==> config.mk <==
export PLATFORM = sky130hd
export DESIGN_NAME = pattern_word_filter
export DESIGN_NICKNAME = d
export VERILOG_FILES = /design/src/hw/rtl/pwf_pkg.sv /design/src/hw/rtl/pattern_word_filter.sv /design/src/hw/rtl/pwf_cfg.sv /design/src/hw/rtl/pwf_mask_mem.sv /design/src/hw/rtl/pwf_ltr_mem.sv
export VERILOG_INCLUDE_DIRS = /design/src /design/src/hw/rtl
export SDC_FILE = /design/constraint.sdc
export NUM_CORES = 2
export LEC_CHECK = 0
export ABC_CLOCK_PERIOD_IN_PS = 8600
export BUFFER_PORTS_ARGS = -buffer_cell sky130_fd_sc_hd__clkbuf_2
export CAP_MARGIN = 10
export CORE_ASPECT_RATIO = 0.8
export CORE_UTILIZATION = 35
export CTS_CLUSTER_DIAMETER = 30
export DETAILED_ROUTE_END_ITERATION = 10
export PLACE_DENSITY = 0.53
export SLEW_MARGIN = 20
export SYNTH_ARGS = -nofsm -noshare
export SYNTH_HDL_FRONTEND = slang
export SYNTH_SLANG_ARGS = --single-unit
==> constraint.sdc <==
create_clock -name i_clk -period 8.6 [get_ports i_clk]
set_input_delay 2.58 -clock i_clk [delete_from_list [all_inputs] [get_ports i_clk]]
set_output_delay 2.58 -clock i_clk [all_outputs]
set_load 0.02 [all_outputs]
==> src/hw/rtl/pattern_word_filter_macros.svh <==
// Assertion helpers for the word filter.
`ifndef PATTERN_WORD_FILTER_MACROS_SVH
`define PATTERN_WORD_FILTER_MACROS_SVH

// Same-cycle implication, ignored while reset is asserted.
`define PWF_ASSERT_NOW(label, clk, rst_n, ante, cons, msg) \
    label: assert property (@(posedge clk) disable iff (!rst_n) (ante) |-> (cons)) \
        else $error(msg);

// Next-cycle implication, ignored while reset is asserted.
`define PWF_ASSERT_NEXT(label, clk, rst_n, ante, cons, msg) \
    label: assert property (@(posedge clk) disable iff (!rst_n) (ante) |=> (cons)) \
        else $error(msg);

`endif

==> src/hw/rtl/pwf_pkg.sv <==
`default_nettype none

package pwf_pkg;

    localparam int DEF_MAX_WORD_LEN = 32;

    localparam int LETTERS   = 26;
    localparam int LETTER_W  = 5;
    localparam int LTR_SLOTS = 2 ** LETTER_W;
    localparam int MASK_W    = 26;
    localparam int MASK_SLOTS = 32;
    localparam int MASK_AW   = $clog2(MASK_SLOTS);
    localparam int COUNT_W   = 6;
    localparam int LEN_W     = 6;
    localparam int MATCH_W   = 16;
    localparam int ACT_W     = 2;
    localparam int TALLY_W   = $clog2(LETTERS + 1);

    localparam logic [COUNT_W-1:0] COUNT_MAX = '1;
    localparam logic [MATCH_W-1:0] MATCH_MAX = '1;

    // Item actions
    localparam logic [ACT_W-1:0] ACT_BEGIN = 2'd0;
    localparam logic [ACT_W-1:0] ACT_MASK  = 2'd1;
    localparam logic [ACT_W-1:0] ACT_COUNT = 2'd2;
    localparam logic [ACT_W-1:0] ACT_WORD  = 2'd3;

    // Register file
    localparam int APB_DW    = 32;
    localparam int REG_IDX_W = 1;
    localparam int APB_AW    = REG_IDX_W + 2;
    localparam logic [REG_IDX_W-1:0] REG_EXCLUDED = 1'b0;
    localparam logic [REG_IDX_W-1:0] REG_LIMIT    = 1'b1;

    typedef struct packed {
        logic [COUNT_W-1:0] need;
        logic [COUNT_W-1:0] seen;
    } t_ltr_data;

    typedef struct packed {
        logic                rd_en;
        logic [LETTER_W-1:0] rd_addr;
        logic                wr_en;
        logic [LETTER_W-1:0] wr_addr;
        t_ltr_data           wr_data;
        logic                clr_need;
        logic                clr_seen;
    } t_ltr_ctl;

    typedef struct packed {
        logic               clr;
        logic               wr_en;
        logic [MASK_AW-1:0] wr_addr;
        logic [MASK_W-1:0]  wr_data;
        logic [MASK_AW-1:0] rd_addr;
    } t_mask_ctl;

endpackage

`default_nettype wire

==> src/hw/rtl/pattern_word_filter.sv <==
// Word filter: one item per cycle unless the result output stalls, input and
// output both registered. A final word letter is taken into the execute stage,
// and its result beat then leaves from the output register.
// Throughput is set by the letter-count memory read-modify-write, forwarded
// so that back-to-back letters to the same entry need no stall.
// Reset is synchronous, active low; stores use valid bits, no clearing pass.
`default_nettype none

`include "pattern_word_filter_macros.svh"

module pattern_word_filter
    import pwf_pkg::*;
#(
    parameter int MAX_WORD_LEN = DEF_MAX_WORD_LEN
) (
    input  wire logic               i_clk,
    input  wire logic               i_rst_n,
    // Item channel
    input  wire logic               i_in_valid,
    output logic                    o_in_ready,
    input  wire logic [ACT_W-1:0]   i_action,
    input  wire logic [MASK_AW-1:0] i_position,
    input  wire logic [MASK_W-1:0]  i_allowed_mask,
    input  wire logic [LETTER_W-1:0] i_letter,
    input  wire logic [COUNT_W-1:0] i_required_count,
    input  wire logic [LEN_W-1:0]   i_pattern_length,
    input  wire logic               i_last_letter,
    // Result channel
    output logic                    o_out_valid,
    input  wire logic               i_out_ready,
    output logic                    o_accepted,
    output logic      [MATCH_W-1:0] o_matches_so_far,
    output logic                    o_limit_reached,
    // Register port
    input  wire logic               psel,
    input  wire logic               penable,
    input  wire logic               pwrite,
    input  wire logic [APB_AW-1:0]  paddr,
    input  wire logic [APB_DW-1:0]  pwdata,
    output logic      [APB_DW-1:0]  prdata,
    output logic                    pready
);

    localparam int IDX_W = $clog2(MAX_WORD_LEN + 1);

    // ------------------------------------------------------------------
    // Configuration registers
    // ------------------------------------------------------------------
    logic [MASK_W-1:0]  cfg_excluded;
    logic [MATCH_W-1:0] cfg_limit;

    pwf_cfg u_cfg (
        .i_clk      (i_clk),
        .i_rst_n    (i_rst_n),
        .psel       (psel),
        .penable    (penable),
        .pwrite     (pwrite),
        .paddr      (paddr),
        .pwdata     (pwdata),
        .prdata     (prdata),
        .pready     (pready),
        .o_excluded (cfg_excluded),
        .o_limit    (cfg_limit)
    );

    // ------------------------------------------------------------------
    // Execute stage: holds the beat while the memories deliver its data
    // ------------------------------------------------------------------
    logic                r_s1_vld;
    logic [ACT_W-1:0]    r_s1_action;
    logic [MASK_AW-1:0]  r_s1_position;
    logic [MASK_W-1:0]   r_s1_allowed;
    logic [LETTER_W-1:0] r_s1_letter;
    logic [COUNT_W-1:0]  r_s1_required;
    logic [LEN_W-1:0]    r_s1_plen;
    logic                r_s1_last;

    // Query and word state kept in flops
    logic [LEN_W-1:0]    r_target,   n_target;
    logic [IDX_W-1:0]    r_idx,      n_idx;
    logic                r_failed,   n_failed;
    logic [TALLY_W-1:0]  r_deficit,  n_deficit;   // letters still short of their count
    logic [TALLY_W-1:0]  r_nz_need,  n_nz_need;   // letters with a nonzero requirement
    logic [MATCH_W-1:0]  r_accept_count, n_accept_count;

    // Output register
    logic                r_out_vld;
    logic                r_out_accepted;
    logic [MATCH_W-1:0]  r_out_matches;
    logic                r_out_limit;

    logic                s1_has_out;
    logic                s1_go;
    logic                in_acc;

    t_mask_ctl           mask_ctl;
    t_ltr_ctl            ltr_ctl;
    logic [MASK_W-1:0]   mask_q;
    t_ltr_data           ltr_q;

    logic                letter_ok;
    logic [MASK_W-1:0]   letter_bit;
    logic                idx_ok;
    logic                in_slot;
    logic                mask_miss;
    logic                excl_hit;
    logic [COUNT_W-1:0]  seen_inc;
    logic                limit_pre;
    logic                word_ok;
    logic                limit_post;
    logic                old_short;
    logic                new_short;

    assign s1_has_out = (r_s1_action == ACT_WORD) && r_s1_last;
    // Advance unless a result beat would land on a full, stalled output.
    assign s1_go      = r_s1_vld && (!s1_has_out || !r_out_vld || i_out_ready);
    assign o_in_ready = !r_s1_vld || s1_go;
    assign in_acc     = i_in_valid && o_in_ready;

    // Per-letter checks
    assign letter_ok  = 32'(r_s1_letter) < 32'(LETTERS);
    assign letter_bit = letter_ok ? (MASK_W'(1) << r_s1_letter) : '0;
    assign idx_ok     = 32'(r_idx) < 32'(MAX_WORD_LEN);
    assign in_slot    = 32'(r_idx) < 32'(MASK_SLOTS);
    assign mask_miss  = in_slot && (mask_q != '0) && ((mask_q & letter_bit) == '0);
    assign excl_hit   = (cfg_excluded & letter_bit) != '0;
    assign seen_inc   = (ltr_q.seen == COUNT_MAX) ? ltr_q.seen : ltr_q.seen + 1'b1;
    assign limit_pre  = (cfg_limit != '0) && (r_accept_count >= cfg_limit);
    assign limit_post = (cfg_limit != '0) && (n_accept_count >= cfg_limit);

    always_comb begin
        n_target       = r_target;
        n_idx          = r_idx;
        n_failed       = r_failed;
        n_deficit      = r_deficit;
        n_nz_need      = r_nz_need;
        n_accept_count = r_accept_count;
        word_ok        = 1'b0;
        old_short      = ltr_q.seen < ltr_q.need;
        new_short      = ltr_q.seen < r_s1_required;

        ltr_ctl.rd_en    = in_acc;
        ltr_ctl.rd_addr  = i_letter;
        ltr_ctl.wr_en    = 1'b0;
        ltr_ctl.wr_addr  = r_s1_letter;
        ltr_ctl.wr_data  = ltr_q;
        ltr_ctl.clr_need = 1'b0;
        ltr_ctl.clr_seen = 1'b0;

        mask_ctl.clr     = 1'b0;
        mask_ctl.wr_en   = 1'b0;
        mask_ctl.wr_addr = r_s1_position;
        mask_ctl.wr_data = r_s1_allowed;

        if (s1_go) begin
            unique case (r_s1_action)
                ACT_BEGIN: begin
                    // Fresh query: wildcard every position, drop counts and word
                    n_target         = r_s1_plen;
                    n_idx            = '0;
                    n_failed         = 1'b0;
                    n_deficit        = '0;
                    n_nz_need        = '0;
                    n_accept_count   = '0;
                    mask_ctl.clr     = 1'b1;
                    ltr_ctl.clr_need = 1'b1;
                    ltr_ctl.clr_seen = 1'b1;
                end
                ACT_MASK: begin
                    mask_ctl.wr_en = 1'b1;
                end
                ACT_COUNT: begin
                    if (letter_ok) begin
                        ltr_ctl.wr_en        = 1'b1;
                        ltr_ctl.wr_data.need = r_s1_required;
                        n_deficit = r_deficit + TALLY_W'(new_short) - TALLY_W'(old_short);
                        n_nz_need = r_nz_need + TALLY_W'(r_s1_required != '0)
                                  - TALLY_W'(ltr_q.need != '0);
                    end
                end
                ACT_WORD: begin
                    if (!idx_ok) begin
                        // Too long: fail and hold the index at its ceiling
                        n_failed = 1'b1;
                    end else begin
                        if (!letter_ok || mask_miss || excl_hit) begin
                            n_failed = 1'b1;
                        end
                        if (letter_ok) begin
                            ltr_ctl.wr_en        = 1'b1;
                            ltr_ctl.wr_data.seen = seen_inc;
                            if (old_short && !(seen_inc < ltr_q.need)) begin
                                n_deficit = r_deficit - TALLY_W'(1);
                            end
                        end
                        n_idx = r_idx + IDX_W'(1);
                    end
                    if (r_s1_last) begin
                        word_ok = !n_failed && (32'(n_idx) == 32'(r_target))
                                && !limit_pre && (n_deficit == '0);
                        if (word_ok && (r_accept_count != MATCH_MAX)) begin
                            n_accept_count = r_accept_count + MATCH_W'(1);
                        end
                        // Word done: every seen count drops back to zero
                        n_idx            = '0;
                        n_failed         = 1'b0;
                        n_deficit        = n_nz_need;
                        ltr_ctl.clr_seen = 1'b1;
                    end
                end
            endcase
        end

        // Fetch the mask for whichever position the next letter will hit
        mask_ctl.rd_addr = MASK_AW'(n_idx);
    end

    pwf_mask_mem u_mask_mem (
        .i_clk   (i_clk),
        .i_rst_n (i_rst_n),
        .i_ctl   (mask_ctl),
        .o_mask  (mask_q)
    );

    pwf_ltr_mem u_ltr_mem (
        .i_clk   (i_clk),
        .i_rst_n (i_rst_n),
        .i_ctl   (ltr_ctl),
        .o_rd    (ltr_q)
    );

    // ------------------------------------------------------------------
    // Registers
    // ------------------------------------------------------------------
    always_ff @(posedge i_clk) begin
        if (!i_rst_n) begin
            r_s1_vld       <= 1'b0;
            r_target       <= '0;
            r_idx          <= '0;
            r_failed       <= 1'b0;
            r_deficit      <= '0;
            r_nz_need      <= '0;
            r_accept_count <= '0;
            r_out_vld      <= 1'b0;
        end else begin
            r_s1_vld       <= in_acc || (r_s1_vld && !s1_go);
            r_target       <= n_target;
            r_idx          <= n_idx;
            r_failed       <= n_failed;
            r_deficit      <= n_deficit;
            r_nz_need      <= n_nz_need;
            r_accept_count <= n_accept_count;
            if (s1_go && s1_has_out) begin
                r_out_vld <= 1'b1;
            end else if (i_out_ready) begin
                r_out_vld <= 1'b0;
            end
        end
    end

    // Payload: capture the beat on accept, the result when it retires
    always_ff @(posedge i_clk) begin
        if (in_acc) begin
            r_s1_action   <= i_action;
            r_s1_position <= i_position;
            r_s1_allowed  <= i_allowed_mask;
            r_s1_letter   <= i_letter;
            r_s1_required <= i_required_count;
            r_s1_plen     <= i_pattern_length;
            r_s1_last     <= i_last_letter;
        end
        if (s1_go && s1_has_out) begin
            r_out_accepted <= word_ok;
            r_out_matches  <= n_accept_count;
            r_out_limit    <= limit_post;
        end
    end

    assign o_out_valid      = r_out_vld;
    assign o_accepted       = r_out_accepted;
    assign o_matches_so_far = r_out_matches;
    assign o_limit_reached  = r_out_limit;

    // ------------------------------------------------------------------
    // Assertions
    // ------------------------------------------------------------------
    `PWF_ASSERT_NOW(a_deficit_bound, i_clk, i_rst_n, 1'b1, r_deficit <= r_nz_need, "deficit exceeds required letters")
    `PWF_ASSERT_NOW(a_idx_bound, i_clk, i_rst_n, 1'b1, 32'(r_idx) <= 32'(MAX_WORD_LEN), "letter index past ceiling")
    `PWF_ASSERT_NOW(a_accept_count, i_clk, i_rst_n, o_out_valid && o_accepted, o_matches_so_far != '0, "accepted word with zero match count")
    `PWF_ASSERT_NEXT(a_begin_clears, i_clk, i_rst_n, s1_go && (r_s1_action == ACT_BEGIN), (r_deficit == '0) && (r_accept_count == '0) && (r_idx == '0), "begin query left stale state")

endmodule

`default_nettype wire

==> src/hw/rtl/pwf_cfg.sv <==
`default_nettype none

module pwf_cfg
    import pwf_pkg::*;
(
    input  wire logic              i_clk,
    input  wire logic              i_rst_n,
    input  wire logic              psel,
    input  wire logic              penable,
    input  wire logic              pwrite,
    input  wire logic [APB_AW-1:0] paddr,
    input  wire logic [APB_DW-1:0] pwdata,
    output logic      [APB_DW-1:0] prdata,
    output logic                   pready,
    output logic      [MASK_W-1:0] o_excluded,
    output logic     [MATCH_W-1:0] o_limit
);

    logic [MASK_W-1:0]    r_excluded;
    logic [MATCH_W-1:0]   r_limit;
    logic [REG_IDX_W-1:0] reg_idx;
    logic                 wr_hit;

    assign reg_idx = paddr[APB_AW-1:2];
    assign wr_hit  = psel && penable && pwrite && pready;
    assign pready  = 1'b1;

    always_ff @(posedge i_clk) begin
        if (!i_rst_n) begin
            r_excluded <= '0;
            r_limit    <= '0;
        end else if (wr_hit) begin
            unique case (reg_idx)
                REG_EXCLUDED: r_excluded <= pwdata[MASK_W-1:0];
                REG_LIMIT:    r_limit    <= pwdata[MATCH_W-1:0];
            endcase
        end
    end

    always_comb begin
        unique case (reg_idx)
            REG_EXCLUDED: prdata = APB_DW'(r_excluded);
            REG_LIMIT:    prdata = APB_DW'(r_limit);
        endcase
    end

    assign o_excluded = r_excluded;
    assign o_limit    = r_limit;

endmodule

`default_nettype wire

==> src/hw/rtl/pwf_mask_mem.sv <==
`default_nettype none

module pwf_mask_mem
    import pwf_pkg::*;
(
    input  wire logic              i_clk,
    input  wire logic              i_rst_n,
    input  wire t_mask_ctl         i_ctl,
    output logic      [MASK_W-1:0] o_mask
);

    logic [MASK_W-1:0]     r_mem [MASK_SLOTS];
    logic [MASK_W-1:0]     r_raw;
    logic [MASK_W-1:0]     r_byp_data;
    logic                  r_use_mem;
    logic [MASK_SLOTS-1:0] r_vld;
    logic [MASK_SLOTS-1:0] n_vld;
    logic                  same_addr;

    assign same_addr = i_ctl.wr_en && (i_ctl.wr_addr == i_ctl.rd_addr);

    always_comb begin
        n_vld = r_vld;
        if (i_ctl.clr) begin
            n_vld = '0;
        end else if (i_ctl.wr_en) begin
            n_vld = r_vld | (MASK_SLOTS'(1) << i_ctl.wr_addr);
        end
    end

    always_ff @(posedge i_clk) begin
        if (!i_rst_n) begin
            r_vld <= '0;
        end else begin
            r_vld <= n_vld;
        end
    end

    // Read every cycle; a write or clear landing on the same edge wins.
    always_ff @(posedge i_clk) begin
        if (i_ctl.wr_en) begin
            r_mem[i_ctl.wr_addr] <= i_ctl.wr_data;
        end
        r_raw      <= r_mem[i_ctl.rd_addr];
        r_use_mem  <= !i_ctl.clr && !same_addr && r_vld[i_ctl.rd_addr];
        r_byp_data <= (same_addr && !i_ctl.clr) ? i_ctl.wr_data : '0;
    end

    assign o_mask = r_use_mem ? r_raw : r_byp_data;

endmodule

`default_nettype wire

==> src/hw/rtl/pwf_ltr_mem.sv <==
`default_nettype none

module pwf_ltr_mem
    import pwf_pkg::*;
(
    input  wire logic      i_clk,
    input  wire logic      i_rst_n,
    input  wire t_ltr_ctl  i_ctl,
    output t_ltr_data      o_rd
);

    t_ltr_data            r_mem [LTR_SLOTS];
    t_ltr_data            r_raw;
    t_ltr_data            r_byp_data;
    t_ltr_data            rd_data;
    logic                 r_byp;
    logic [LETTER_W-1:0]  r_rd_addr;
    logic [LTR_SLOTS-1:0] r_need_vld;
    logic [LTR_SLOTS-1:0] r_seen_vld;
    logic [LTR_SLOTS-1:0] n_need_vld;
    logic [LTR_SLOTS-1:0] n_seen_vld;
    logic [LTR_SLOTS-1:0] wr_sel;

    assign wr_sel = i_ctl.wr_en ? (LTR_SLOTS'(1) << i_ctl.wr_addr) : '0;

    always_comb begin
        n_need_vld = i_ctl.clr_need ? '0 : (r_need_vld | wr_sel);
        n_seen_vld = i_ctl.clr_seen ? '0 : (r_seen_vld | wr_sel);
    end

    always_ff @(posedge i_clk) begin
        if (!i_rst_n) begin
            r_need_vld <= '0;
            r_seen_vld <= '0;
        end else begin
            r_need_vld <= n_need_vld;
            r_seen_vld <= n_seen_vld;
        end
    end

    // Hold the read until the next accepted beat; forward a same-edge write.
    always_ff @(posedge i_clk) begin
        if (i_ctl.wr_en) begin
            r_mem[i_ctl.wr_addr] <= i_ctl.wr_data;
        end
        if (i_ctl.rd_en) begin
            r_raw      <= r_mem[i_ctl.rd_addr];
            r_byp      <= i_ctl.wr_en && (i_ctl.wr_addr == i_ctl.rd_addr);
            r_byp_data <= i_ctl.wr_data;
            r_rd_addr  <= i_ctl.rd_addr;
        end
    end

    assign rd_data   = r_byp ? r_byp_data : r_raw;
    assign o_rd.need = r_need_vld[r_rd_addr] ? rd_data.need : '0;
    assign o_rd.seen = r_seen_vld[r_rd_addr] ? rd_data.seen : '0;

endmodule

`default_nettype wire
# == After elaboration in Yosys (flattened, before gate mapping) ==
# Memory sizes are Yosys's and may differ from the RTL's. A register that Yosys moved wholly into a read port is not among the register bits.
# Index checks and enable logic that the tools add are counted.
# word_totals
ff_bits,288
latchBits,0
ram_bits,1216
romBits,0
inputBits,93
out_inout_bits,53
wordCells,187
memories,2
# memory_table
name,depth,width,rd,rd_ports_with_merged_regs,wr,line,text
u_mask_mem.r_mem,32,26,1,1,1,pwf_mask_mem.sv:12,logic [MASK_W-1:0] r_mem [MASK_SLOTS];
u_ltr_mem.r_mem,32,12,1,1,1,pwf_ltr_mem.sv:12,t_ltr_data r_mem [LTR_SLOTS];
# op_classes
n_addsub,8
n_mul,0
n_div,0
magnitude_cmp,9
n_eq_ne,9
shifts,3
n_mux,61
bitwise,7
n_reduce_logical,59
# ops
operator,count
bitwise OR 32 bit,3
two-way mux 6 bit,12
one-hot mux 32 bit (2 select lines),1
"<< shifter 1 x 5 -> 32 bit, first input constant",2
AND 26 bit,2
two-way mux 26 bit,2
nonzero test 26 bit,2
two-way mux 16 bit,3
two-way mux 5 bit,9
>= comparator 16 bit,2
two-way mux 32 bit,1
one-hot mux 16 bit (2 select lines),1
zero test 26 bit,1
"<< shifter 1 x 5 -> 26 bit, first input constant",1
logical AND 1 bit,21
two-way mux 1 bit,20
less-than comparator 6 bit,3
"adder 16 x 1 -> 16 bit, second input constant",1
"!= test 16 bit, second input constant",1
nonzero test 16 bit,1
binary-select mux 1 bit (select 5 bit),3
one-hot mux 5 bit (3 select lines),1
two-way mux 14 bit,1
"adder 6 x 1 -> 6 bit, second input constant",2
other kinds (28),60

# == Logic depth before layout (Yosys ltp) ==
# logic_depth
depth_word,22
mapped_depth,35
ltp_nobuf,32

# == Hierarchy ==
# A second synthesis with hierarchy kept.
# hier_totals
hier_cells,3540
area_unflattened_um2,62550.0
# modules_own_cells
module,n_inst,cells_per_inst,area_each_um2,seq_area_each_um2
pwf_mask_mem,1,1711,35097.4,26685.6
pwf_ltr_mem,1,879,18356.4,13713.2
pattern_word_filter,1,746,7138.1,2892.8
pwf_cfg,1,204,1958.1,840.8

# == Worst setup path after synthesis ==
# No wires, ideal clock.
# synth_path
path_kind,flip-flop to flip-flop
from,register u_ltr_mem.r_rd_addr[4]
to,register r_out_limit (netlist: o_limit_reached) (data pin)
setup_time_ps,279
arrival_time_ps,6769
t_required_ps,8321
setup_slack_ps,1552
path_stages_with_launch,34
path_buffers,3
period_less_slack_ps,7048
path_cell_list,edfxtp_1 > buf_2 > clkbuf_1 > nand2_1 > o32a_1 > a21oi_1 > or3_1 > and2_1 > ha_1 > inv_1 > a221o_1 > nor2_1 > mux2_2 > ha_1 > o21ai_0 > a211o_1 > a31o_2 > or4b_4 > a221oi_4 > nand2_4 > buf_6 > xnor2_1 > or2_2 > ha_1 > nand2b_1 > a21o_1 > a21o_1 > a21o_1 > a21o_1 > a21o_1 > a21oi_1 > nor2b_1 > o21ai_0 > a31oi_1
# synth_via
elab_chain_len,22
word_cells_on_any_way,45
cone_classes,add/sub (1); order compare (4); eq/ne (1); shift (1); mux (21); bitwise (2); reduce/logical (15)
# synth_lines
item,line,text
start: declaration,pwf_ltr_mem.sv:17,logic [LETTER_W-1:0] r_rd_addr;
start signal: assignment,pwf_ltr_mem.sv:50,r_rd_addr <= i_ctl.rd_addr;
"binary-select mux 1 bit (select 5 bit), or another cell as far along",pwf_ltr_mem.sv:56,assign o_rd.seen = r_seen_vld[r_rd_addr] ? rd_data.seen : '0;
two-way mux 1 bit (not written as such) / two-way mux 26 bit (equally long branches),--,
two-way mux 6 bit / AND 26 bit (equally long branches),--,
"adder 6 x 1 -> 6 bit, or another cell as far along",pattern_word_filter.sv:127,assign seen_inc = (ltr_q.seen == COUNT_MAX) ? ltr_q.seen : ltr_q.seen + 1'b1;
two-way mux 6 bit / logical AND 1 bit (equally long branches),--,
less-than comparator 6 bit / logical OR 1 bit (equally long branches),--,
zero test 1 bit / logical OR 1 bit (equally long branches),--,
logical AND 1 bit / two-way mux 1 bit (equally long branches),--,
[7 not listed],--,
logical AND 1 bit (*),pattern_word_filter.sv:201,if (word_ok && (r_accept_count != MATCH_MAX)) begin
two-way mux 16 bit (*),pattern_word_filter.sv:201,
two-way mux 16 bit (*),pattern_word_filter.sv:198,if (r_s1_last) begin
one-hot mux 16 bit (2 select lines) (*),pattern_word_filter.sv:156,unique case (r_s1_action)
two-way mux 16 bit (*),pattern_word_filter.sv:155,if (s1_go) begin
>= comparator 16 bit (*),pattern_word_filter.sv:129,assign limit_post = (cfg_limit != '0) && (n_accept_count >= cfg_limit);
logical AND 1 bit (*),pattern_word_filter.sv:129,
via limit_post,pattern_word_filter.sv:110,logic limit_post;
end signal: assignment,pattern_word_filter.sv:275,r_out_limit <= limit_post;
end: declaration,pattern_word_filter.sv:90,logic r_out_limit;
# Mark *: on every way through the listed nets, which the timed path passes. The rest lies on a longest branch. The select of a mux whose other input is x is not followed.
# A chain may end at the register's enable or synchronous reset.

# == Worst setup path after layout ==
# layout_path
from,register u_ltr_mem.r_rd_addr[1]
to,register r_out_limit (netlist: o_limit_reached) (data pin)
# The elaborated chain is that of the path after synthesis.

==> results.yml <==
synth:
  synthFlopType: "edfxtp_1"
  fraction_of_the_mapped_netlist_area_in_compound_gates_pct: 3.900
  syn_inst: 3574
  yosysUniqueCellTypes: 76
  post_synth_and_or_nand_nor_area_fraction_pct: 6.835
  ys_seq_elements: 1542
  async_flop_share_pct: 0
  yosys.area_share.xor_xnor_pct: 0.4831
  synth.largest_area_cell: "edfxtp_1"
  synthDominantCellAreaShare_pct: 63.82
  synth-edff-count: 1310
  yosysSeqAreaShare_pct: 71.36
  yosys.area_share.adder_pct: 1.466
  synth_area_per_cell_um2: 17.25
  synth-warning-count: 0
  muxShareOfSynthArea_pct: 14.34
  netlist_area_pre_place_um2: 61640
  synthTopCellsByArea: "edfxtp_1, mux4_2, dfxtp_1"
  main_combinational_cell_family_by_area_after_synthesis: "multiplexers"
drt:
  wl_met1_um: 76780
  via_count: 34410
  firstDrtPassIters: 5
  drt-vias-per-instance: 5.238
  drt-wirelength-per-cell_um: 25.49
  first_iter_violations: 3006
  postRouteWirelength_um: 167400
  number_of_nets_with_antenna_violations_after_routing: 0
  met3_routed_wirelength_um: 11310
  top_layer: "met4"
  dr_wl_met2_um: 75210
  drc_viols: 0
setup_path:
  max_stage_delay_ns: 0.60
  worst_reg2reg_startpoint: "u_ltr_mem.r_rd_addr[1]"
  worstReg2RegEnd: "o_limit_reached"
  crit_type: "register to register"
  cp-startpoint: "u_ltr_mem.r_rd_addr[1]"
  cp-start-kind: "register"
  worstPathRequired_ns: 9.15
  critPathArrivalTime_ns: 8.52
  worst-r2r-cell-count: 32
  timing.critical_path.fanout_max: 16
  critical-path-slowest-cell: "a2111oi_0"
  endpoint_kind: "register"
  slack_of_the_worst_reg_to_reg_path_ns: 0.62
  crit_top_cell: "a21o_1"
grt:
  first_global_vias: 34330
  globalRoute.totalOverflow: 0
  gr-usage-all-layers_pct: 18.76
  antenna_found_initial: 2
  pin_count_of_the_biggest_net_entering_global_routing: 110
  first_pass_grt_wire_length_um: 241300
placed_design:
  dp_cells: 5985
  port_buffers: 130
  placement.cell_area_um2: 65910
  dp_hpwl_um: 96920
  placement.setup.worst_slack_ns: 0.4641
  gp_congestion: 0.8140
floorplan:
  die-area_um2: 177800
  dieHeight_um: 377.3
  floorplan.rows: 137
  io_pins: 146
  fp.dieW_um: 471.2
  core-area_um2: 174700
  initial_core_util_pct: 35.29
sta:
  timing.fmax_ghz: 0.1254
  setup_total_negative_slack_ns: 0
  post-route-period-util_pct: 92.74
  finalWorstSetupSlack_ns: 0.6245
  slew_headroom_pct: 25.39
  fin_hold_ws_ns: 0.4582
  worst-slew-pin-transition_ns: 1.119
  timing_max_transition_violations_final: 0
  grt_setup_unrepaired: "false"
  finalSetupViolCount: 0
  hold_viol_final: 0
  skew_ns: 0.09811
  minimum_clock_period_ns: 7.975
pwr:
  ir_worst_vdd_v: 0.0001620
  leakage_power_nw: 26.46
  p_per_area_nw_per_um2: 274.2
layout:
  layout-drive-gt1-share_pct: 28.90
  nNetsFinal: 4194
  mostFrequentLayoutCell: "edfxtp_1"
  layout_cell_area_excl_fill_um2: 76870
  syn2layout_area_growth_pct: 24.71
  fin_cells: 6569
  most-common-layout-cells: "edfxtp_1, nand2_1, mux4_2, clkbuf_16, dfxtp_1"
cts:
  cts_inserted_buffers: 320
  cts_max_level: 5
  clkTransAtPathRegs_ns: 0.05
  clock_insertion_delay_worst_skew_ns: 0.90
  ctsRootBufferMaster: "clkbuf_16"
  cts_hold_buf: 0
  tritoncts_clock_tree: "yes"
  cts_resized: 0
  cts_sinks: 1542
  max-clock-path-buffers: 4
hold_path:
  worstHoldPathType: "register to register"
  timing.hold.worst_endpoint: "u_ltr_mem.r_need_vld[23]"
  holdPathStages: 1
  worst_hold_startpoint: "u_ltr_mem.r_need_vld[23]"
flow_run:
  cap_violations: 0
outcome:
  outcome: "completed"
## per-layer routing
layer  up-vias  track usage [%]
met4         0            6.230
met2      1181            27.92
met3       248            4.121
met5         -                0
met1     17960            27.12
li1      15020                -
## critical path, delay by kind of cell, from the launching register on
| kind | cells | cell delay, ns |
|---|---|---|
| AO/OA/AOI/OAI | 17 | 3.68 |
| AND/OR/NAND/NOR | 6 | 1.17 |
| adder cells (fa/ha/maj) | 3 | 0.86 |
| multiplexers | 2 | 0.68 |
| buffers and inverters | 3 | 0.53 |
| flip-flops | 1 | 0.51 |
| XOR/XNOR | 1 | 0.19 |
## logic make-up after synthesis
group / count (synthesis)
other: 2
muxes: 440
DFF: 1542
buffers and inverters: 246
and+or+nand+nor: 890
adders and majority gates: 71
AOI/OAI and AO/OA: 349
xor gates and xnor gates: 34
## flip-flops by register name (all words and copies together) (netlist names), 2 cells and up
name                   count
u_cfg.o_excluded          26
r_s1_action                2
r_s1_position              5
u_ltr_mem.r_byp_data      12
r_accept_count            16
u_ltr_mem.r_mem          384
u_cfg.o_limit             16
u_mask_mem.r_raw          26
u_ltr_mem.r_raw           12
r_target                   6
r_deficit                  5
u_ltr_mem.r_rd_addr        5
r_s1_required              6
u_ltr_mem.r_seen_vld      32
u_mask_mem.r_byp_data     26
u_mask_mem.r_vld          32
r_idx                      6
u_mask_mem.r_mem         832
o_matches_so_far          16
r_s1_plen                  6
u_ltr_mem.r_need_vld      32
r_s1_allowed              26
r_nz_need                  5
## Yosys cell counts, types with 17 or more instances
cell type	instances
a21boi_0	44
a21o_1	17
a21oi_1	47
a22oi_1	19
and2_1	48
and3_1	20
buf_1	56
clkbuf_1	125
dfxtp_1	232
edfxtp_1	1310
ha_1	69
inv_1	47
mux2_2	43
mux2i_1	47
mux4_2	349
nand2_1	381
nand3_1	161
nor2_1	110
nor2b_1	45
o21a_1	93
o21ai_0	65
xnor2_1	22
## worst max path at each step
stage                                 end  slack, ns
after global placement    o_limit_reached       0.54
after floorplan           o_limit_reached       1.55
after CTS                 o_limit_reached       0.38
after detailed placement  o_limit_reached       0.46
final                     o_limit_reached       0.62
after global routing      o_limit_reached       0.17
## report_power, final
part / internal (mW) / switching [mW]
registers: 8.25 / 0.0897
logic: 0.229 / 0.394
clock network: 8.13 / 3.98
## per-stage QoR
stage	power (mW)	util, %
floorplan	8.822	-
global placement	9.082	37.72
detailed placement	9.092	37.73
CTS	21.26	43.84
global route	21.68	44.00
finish	21.08	44.01
## cell type report
type | count | area [um2]
Tap cell | 2293 | 2869
Multi-Input combinational cell | 1863 | 17340
Clock buffer | 356 | 8343
Inverter | 47 | 176.4
Antenna cell | 3 | 7.507
Fill cell | 15010 | 97810
Sequential cell | 1542 | 43980
Timing Repair Buffer | 256 | 1823
Clock inverter | 209 | 2323
## timing repair
| action | 4_1_cts | 5_1_grt |
|---|---|---|
| setup buffers | 0 | 1 |
| endpoints found under the hold margin | 0 | 0 |
| endpoints found under the setup margin | 0 | 1 |
No activity file was read; power rests on OpenSTA's default activity.
